[src/rpb_pkg.sv]
// ----------------------------------------------------------------------------
// RGBA pixel blend package
// Blend mode codes and the per-channel blend function.
// ----------------------------------------------------------------------------
package rpb_pkg;

	localparam logic [7:0] CH_MAX     = 8'd255;
	localparam logic [8:0] ALPHA_UNIT = 9'd256;

	typedef enum logic [2:0] {
		MODE_AVERAGE  = 3'd0,
		MODE_ALPHA    = 3'd1,
		MODE_ADD      = 3'd2,
		MODE_SUBTRACT = 3'd3,
		MODE_MULTIPLY = 3'd4,
		MODE_SCREEN   = 3'd5,
		MODE_LIGHTEN  = 3'd6,
		MODE_DARKEN   = 3'd7
	} blend_mode_t;

	typedef struct packed {
		logic [7:0] alpha;
		logic [7:0] blue;
		logic [7:0] green;
		logic [7:0] red;
	} pixel_t;

	// w is the alpha weight src_alpha + 1
	function automatic logic [7:0] blend_channel(blend_mode_t mode, logic [7:0] s,
			logic [7:0] d, logic [8:0] w);
		logic [8:0]  sum9;
		logic [8:0]  v;
		logic [16:0] mix;
		logic [15:0] prod;
		logic [16:0] quot;
		logic [15:0] scr;
		logic [8:0]  scr_sum;
		logic [7:0]  res;
		sum9    = {1'b0, s} + {1'b0, d};
		v       = ALPHA_UNIT - w;
		mix     = 17'(w) * 17'(s) + 17'(v) * 17'(d);
		prod    = 16'(s) * 16'(d);
		// exact divide by 255 for products up to 255*255
		quot    = 17'(prod) + 17'(prod[15:8]) + 17'd1;
		scr     = 16'(d) * 16'(CH_MAX - s);
		scr_sum = {1'b0, scr[15:8]} + {1'b0, s};
		unique case (mode)
			MODE_AVERAGE:  res = sum9[8:1];
			MODE_ALPHA:    res = mix[15:8];
			MODE_ADD:      res = sum9[8] ? CH_MAX : sum9[7:0];
			MODE_SUBTRACT: res = (d > s) ? (d - s) : 8'd0;
			MODE_MULTIPLY: res = quot[15:8];
			MODE_SCREEN:   res = scr_sum[8] ? CH_MAX : scr_sum[7:0];
			MODE_LIGHTEN:  res = (s > d) ? s : d;
			MODE_DARKEN:   res = (s < d) ? s : d;
		endcase
		return res;
	endfunction

endpackage

[src/rgba_pixel_blend_unit.sv]
// ----------------------------------------------------------------------------
// RGBA pixel blend unit
// Blends a source and a destination RGBA8888 pixel under one of eight modes.
// ----------------------------------------------------------------------------
// Takes one source/destination pixel pair per clock while the output is not
// stalled and returns one blended pixel per pair: the request lands in an
// input register, the per-channel blend logic runs in one pass, and the
// result sits in an output register until taken. While the output is stalled
// the input register still takes one request. The user must write blend_mode
// through cfg_we/cfg_wdata only while the unit is idle, which is not enforced.
module rgba_pixel_blend_unit
	import rpb_pkg::*;
(
	input  logic        clk,
	input  logic        arst_n,
	input  logic        cfg_we,
	input  logic [2:0]  cfg_wdata,
	input  logic        s_tvalid,
	output logic        s_tready,
	// src_red, src_green, src_blue, src_alpha, dst_red, dst_green, dst_blue, dst_alpha
	input  logic [63:0] s_tdata,
	output logic        m_tvalid,
	input  logic        m_tready,
	// out_red, out_green, out_blue, out_alpha
	output logic [31:0] m_tdata
);

	blend_mode_t blend_mode_q;
	logic        valid_s1;
	pixel_t      src_s1;
	pixel_t      dst_s1;
	logic        out_valid_q;
	pixel_t      out_pix_q;
	logic        out_free;
	logic        adv_s1;
	logic [8:0]  weight;
	logic [7:0]  src_a_eff;
	pixel_t      blend_pix;

	assign out_free = !out_valid_q || m_tready;
	assign adv_s1   = valid_s1 && out_free;
	assign s_tready = !valid_s1 || out_free;

	always_ff @(posedge clk or negedge arst_n) begin
		if (!arst_n) begin
			blend_mode_q <= MODE_AVERAGE;
		end else if (cfg_we) begin
			blend_mode_q <= blend_mode_t'(cfg_wdata);
		end
	end

	always_ff @(posedge clk or negedge arst_n) begin
		if (!arst_n) begin
			valid_s1 <= 1'b0;
		end else if (s_tready) begin
			valid_s1 <= s_tvalid;
		end
	end

	always_ff @(posedge clk) begin
		if (s_tready && s_tvalid) begin
			src_s1 <= pixel_t'({s_tdata[31:24], s_tdata[23:16], s_tdata[15:8], s_tdata[7:0]});
			dst_s1 <= pixel_t'({s_tdata[63:56], s_tdata[55:48], s_tdata[47:40],
				s_tdata[39:32]});
		end
	end

	always_comb begin
		weight    = {1'b0, src_s1.alpha} + 9'd1;
		src_a_eff = (blend_mode_q == MODE_ALPHA) ? CH_MAX : src_s1.alpha;
		blend_pix.red   = blend_channel(blend_mode_q, src_s1.red, dst_s1.red, weight);
		blend_pix.green = blend_channel(blend_mode_q, src_s1.green, dst_s1.green, weight);
		blend_pix.blue  = blend_channel(blend_mode_q, src_s1.blue, dst_s1.blue, weight);
		blend_pix.alpha = blend_channel(blend_mode_q, src_a_eff, dst_s1.alpha, weight);
	end

	always_ff @(posedge clk or negedge arst_n) begin
		if (!arst_n) begin
			out_valid_q <= 1'b0;
		end else if (out_free) begin
			out_valid_q <= valid_s1;
		end
	end

	always_ff @(posedge clk) begin
		if (adv_s1) begin
			out_pix_q <= blend_pix;
		end
	end

	assign m_tvalid = out_valid_q;
	assign m_tdata  = out_pix_q;

`ifndef SYNTHESIS
	a_ready_when_empty: assert property (@(posedge clk) disable iff (!arst_n)
		!valid_s1 |-> s_tready)
		else $error("input register empty but request refused");

	a_advance_fills_out: assert property (@(posedge clk) disable iff (!arst_n)
		adv_s1 |=> m_tvalid)
		else $error("advanced pixel missing at output");

	a_lighten_max: assert property (@(posedge clk) disable iff (!arst_n)
		(adv_s1 && blend_mode_q == MODE_LIGHTEN) |=>
		(m_tdata[7:0] >= $past(src_s1.red) && m_tdata[7:0] >= $past(dst_s1.red)))
		else $error("lighten result below an operand");

	a_darken_min: assert property (@(posedge clk) disable iff (!arst_n)
		(adv_s1 && blend_mode_q == MODE_DARKEN) |=>
		(m_tdata[7:0] <= $past(src_s1.red) && m_tdata[7:0] <= $past(dst_s1.red)))
		else $error("darken result above an operand");
`endif

endmodule

[config.mk]
export PLATFORM = sky130hd
export DESIGN_NAME = rgba_pixel_blend_unit
export DESIGN_NICKNAME = d
export VERILOG_FILES = /design/src/rpb_pkg.sv /design/src/rgba_pixel_blend_unit.sv
export SDC_FILE = /design/constraint.sdc
export NUM_CORES = 2
export LEC_CHECK = 0
export ABC_AREA = 1
export BUFFER_PORTS_ARGS = -buffer_cell sky130_fd_sc_hd__buf_2
export CAP_MARGIN = 40
export CORE_ASPECT_RATIO = 1.4
export CORE_MARGIN = 1.5
export CORE_UTILIZATION = 70
export DETAILED_ROUTE_END_ITERATION = 8
export HOLD_SLACK_MARGIN = 0.05
export PLACE_DENSITY = 0.95
export SLEW_MARGIN = 20
export SYNTH_ARGS = -nofsm -noshare
export SYNTH_HDL_FRONTEND = slang
export SYNTH_SLANG_ARGS = --single-unit
[constraint.sdc]
create_clock -name clk -period 10.5 [get_ports clk]
set_input_delay 0.525 -clock clk [delete_from_list [all_inputs] [get_ports clk]]
set_output_delay 0.525 -clock clk [all_outputs]
set_load 0.005 [all_outputs]
=== Word level (Yosys, flattened, before mapping) ===
Index checks and enable logic that the tools add are counted.

* Flip-flop bits (word level): 101
* Input bits: 72
* Output and inout bits: 34
* Logic and storage cells: 112

* Add/sub/neg operators: 30
* $mul: 16
* Order comparisons: 12
* Eq/ne operators: 7
* Mux-type cells: 25
* Reduce and logical (&&, ||, !) cells: 7

{| class="wikitable"
|+ Operators by type and width
! operator !! count
|-
| 8-bit one-hot mux with 8 select lines || 4
|-
| 8-bit 2-to-1 mux || 21
|-
| 9-bit by 8-bit multiplier with 16-bit output || 8
|-
| 8-bit by 8-bit adder with 9-bit output || 8
|-
| 16-bit by 1-bit adder with 16-bit output (second input constant) || 4
|-
| 16-bit adder || 4
|-
| 16-bit by 8-bit adder with 16-bit output || 4
|-
| 8-bit > comparator || 8
|-
| 8-bit by 8-bit multiplier with 16-bit output || 4
|-
| 9-bit by 9-bit multiplier with 16-bit output || 4
|-
| 8-bit by 8-bit subtractor with 9-bit output (first input constant) || 4
|-
| 8-bit less-than comparator || 4
|-
| 8-bit subtractor || 4
|-
| 3-bit == test (second input constant) || 4
|-
| 8-bit by 1-bit adder with 9-bit output (second input constant) || 1
|-
| 9-bit subtractor (first input constant) || 1
|-
| 3-bit by 2-bit == test with 1-bit output (second input constant) || 2
|-
| 3-bit by 1-bit == test with 1-bit output (second input constant) || 1
|-
| 3-bit zero test || 1
|-
| 1-bit logical AND || 2
|-
| 1-bit zero test || 2
|-
| 1-bit logical OR || 2
|}

=== Longest topological paths before layout ===
* Depth after elaboration: 7
* Mapped depth: 39
* Gate-level depth less buffers: 39

=== Worst setup path after synthesis ===
No wires, ideal clock.

* Path type: reg2reg
* From: register src_s1[24] (netlist bit)
* To: register out_pix_q (netlist bit m_tdata[22]), data pin
* Setup time: 0.260 ns
* Arrival: 6.524 ns
* Required time: 10.240 ns
* Slack: 3.716 ns
* Cell stages (with the launch flop): 36
* Path buffers: 2
* Cell sequence: edfxtp_1 ha_1 nand2_2 inv_2 nor2_2 clkinv_1 nand4_1 o21ai_0 nand2_1 buf_2 buf_1 nor2_1 fa_1 inv_1 fa_1 inv_1 fa_1 fa_1 fa_1 inv_1 fa_1 inv_1 ha_1 nand2_1 nor2_1 inv_1 o211ai_1 nand2_1 nand2_1 nand2_1 nand2_1 nand2_1 a21oi_1 nor2_1 nor2_1 a21oi_1

{| class="wikitable"
|+ RTL lines
! item !! RTL line !! RTL
|-
| start: declaration || rgba_pixel_blend_unit.sv:30 || <nowiki>pixel_t src_s1;</nowiki>
|-
| start signal: assignment || rgba_pixel_blend_unit.sv:62 || <nowiki>src_s1 <= pixel_t'({s_tdata[31:24], s_tdata[23:16], s_tdata[15:8], s_tdata[7:0]});</nowiki>
|-
| end signal: assignment || rgba_pixel_blend_unit.sv:87 || <nowiki>out_pix_q <= blend_pix;</nowiki>
|-
| end: declaration || rgba_pixel_blend_unit.sv:33 || <nowiki>pixel_t out_pix_q;</nowiki>
|}

==> impl_results.md <==
- Slew at the pin with the worst max-slew slack: 0.976 ns
- CP peak stage delay: 0.79 ns
- Critical Path AT: 9.45 ns
- Setup_tns: 0 ns
- Layout cells sized above 1: 4.18%
- Fin worst setup slack: 1.27 ns
- Compound-Gate Fraction of Synth Area: 7.10%
- Skew final: 0.0274 ns
- Rows: 110
- Synth warnings: 0
- R2R setup slack: 1.27 ns
- Synth Cell Area: 45100 um^2
- Initial drt markers: 5095
- CTS tree: done
- Hold Path End: dst_s1[24]
- # DRC: 2
- Drt pass-1 iters: 9
- RR Endpoint: m_tdata[30]
- Hold path startpoint: s_tdata[56]
- Multiplexer area fraction after synthesis: 0%
- Via count: 43300
- Vias per cell: 6.29
- R2R cell count: 28
- Post-synthesis cell count: 6035
- Die height: 303 um
- Final slew viol count: 0
- Total wire length: 151000 um
- Most common library cells after synthesis: inv_1, nand2_1, fa_1
- CP Launch Type: flop
- GRT Overall Usage: 47.3%
- Input/output buffers: 105
- Layout Utilization: 73.4%
- Vias in the first global route: 45300
- Detailed placer's ending HPWL: 111000 um
- CTS Buf Count: 9
- Clock Tree Buf Depth: 2
- Hold path depth: 1
- Critical R2R Launch: src_s1[24]
- IO Pins: 106
- Worst-Skew Late Latency: 0.47 ns
- Final Setup Violations: 0
- Top-area cell type share of the netlist area: 32.1%
- Post-Synth XOR/XNOR Area: 3.00%
- Syn avg cell area: 7.48 um^2
- Placement Setup Slack: 1.62 ns
- Critical Path RT: 10.72 ns
- # fillers: 4600
- Die width: 218 um
- Net count after synthesis: 7467
- Core Area: 64000 um^2
- Crit path kind: flop to flop
- Post-route antenna net violation count: 0
- Largest family of logic cells by synthesized area: adder cells
- Area leader, netlist: fa_1
- Slew HR: 35.0%
- # nets final: 7459
- Initial antenna violation count: 10
- CTS clk-pin slew, worst paths: 0.11 ns
- Critical Path Slowest Stage Cell: clkinv_1
- Outcome: finished, violations left
- Hold/Removal Path Class: input pin to flop
- Share of flip-flops with an asynchronous set or reset: 4.95%
- Failing checks: design-rule violations
- Number of synthesized flops with an enable pin: 96
- MaxCap Viol Count: 0
- Synth cell types: 52
- Placed insts: 6849
- Final Hold Violating Endpoints: 0
- Post-route insts no fill: 6879
- Crit path time final: 9.23 ns
- GPL Wtd Cong: 1.03
- Largest net degree at the start of global routing: 56
- Detailed-route wire length per cell: 22.0 um
- Ys flop type: edfxtp_1
- First-pass GRT wire length: 234000 um
- Maximum fanout along the worst path: 19
- Initial Utilization: 70.5%
- Critical path endpoint category: flop
- Area Overhead vs Synth: 4.07%
- Full die area: 66000 um^2
- Largest cells by area after synthesis: fa_1, ha_1, inv_1
- RSZ-0062 raised after global routing: no
- Synth Area in Adders: 49.7%
- Clk sink count: 101
- Crit share post-route: 87.9%
- Most frequent cell after synthesis: inv_1
- Clock Tree Root: clkbuf_16
- Most used cell, CP: fa_1
- Sequential-to-total area share from yosys stat: 6.66%
- GR Overflow Total: 0
- Simple-gate portion of the synthesized area: 19.7%
- H-tree Lvls: 3
- Max Freq: 0.108 GHz
- #FFs+latches synth: 101
-- kinds of logic (layout without fill, tap and decap cells) --
group	count (synthesis)	in the layout
DFF	101	101
AOI/OAI and AO/OA	587	587
xor gates and xnor gates	150	150
buffers and inverters	1650	1647
and+or+nand+nor	2187	2187
other	0	7
adders and majority gates	1360	1360
-- worst max-delay path, delay by kind of cell, from the launching register on --
family,cells,cell delay [ns]
adder cells (fa/ha/maj),7,3.26
flip-flops,1,0.75
AO/OA/AOI/OAI,5,1.31
AND/OR/NAND/NOR,9,1.86
buffers and inverters,7,1.80
-- registers in the layout, indices dropped and copies added, names as in the netlist --
name	flops
src_s1	32
dst_s1	32
m_tvalid	1
m_tdata	32
blend_mode_q	3
valid_s1	1
-- layer usage --
metal / global-route usage, % / vias up / routed length, um
li1: - / 18300 / -
met2: 73.2 / 3388 / 66400
met5: 0.435 / - / 104
met4: 45.8 / 10 / 18600
met3: 19.5 / 1506 / 21600
met1: 48.0 / 20100 / 44300
-- how the worst max path moves through the flow --
stage               slack [ns]        from     endpoint
global placement          1.97  src_s1[24]  m_tdata[10]
detailed placement        1.62  src_s1[24]  m_tdata[13]
CTS                       1.57  src_s1[24]  m_tdata[13]
floorplan                 3.72  src_s1[24]  m_tdata[22]
finish                    1.27  src_s1[24]  m_tdata[30]
global route              0.97  src_s1[24]  m_tdata[22]
-- layout make-up --
class | instances | area (um^2) | share of cell area, %
antenna | 7 | 17.5 | 0.0373
multi-input combinational | 4284 | 35900 | 76.5
inverter | 1447 | 5430 | 11.6
clock buffer | 12 | 246 | 0.525
clock inverter | 4 | 31.3 | 0.0666
tap | 840 | 1050 | 2.24
sequential | 101 | 3010 | 6.40
timing repair buffer | 184 | 1240 | 2.63
-- placed cells by master, fill, tap and decap left out, types with 11 or more instances in the layout --
| cell type | synthesis | final |
|---|---|---|
| inv_1 | 1408 | 1407 |
| nand2_1 | 1116 | 1116 |
| fa_1 | 724 | 724 |
| nor2_1 | 711 | 711 |
| ha_1 | 636 | 636 |
| a21oi_1 | 280 | 279 |
| o21ai_0 | 203 | 203 |
| nand3_1 | 176 | 176 |
| buf_2 | 19 | 106 |
| xor2_1 | 101 | 101 |
| edfxtp_1 | 96 | 96 |
| nand4_1 | 72 | 72 |
| buf_4 | 0 | 68 |
| nor3_1 | 55 | 49 |
| xnor2_1 | 46 | 46 |
| clkinv_1 | 25 | 25 |
| o21bai_1 | 17 | 17 |
| o211ai_1 | 16 | 16 |
| inv_2 | 14 | 14 |
| a31oi_1 | 11 | 11 |
-- what timing repair did --
action / CTS / global route
buffers inserted: 0 / 0
hold endpoints to repair: 5 / 0
hold buffers: 1 / 0
gates resized for setup: 0 / 0
-- metrics by stage --
stage                     hold slack (ns)  area [um^2]
after floorplan                     0.229        45100
after global placement              0.339        46500
after detailed placement            0.343        46600
after CTS                           0.261        46800
after global routing                0.245        47000
final                               0.232        47000
Power is not shown: default switching activity piles up to over one toggle a cycle in this logic, so the estimate is an artifact.
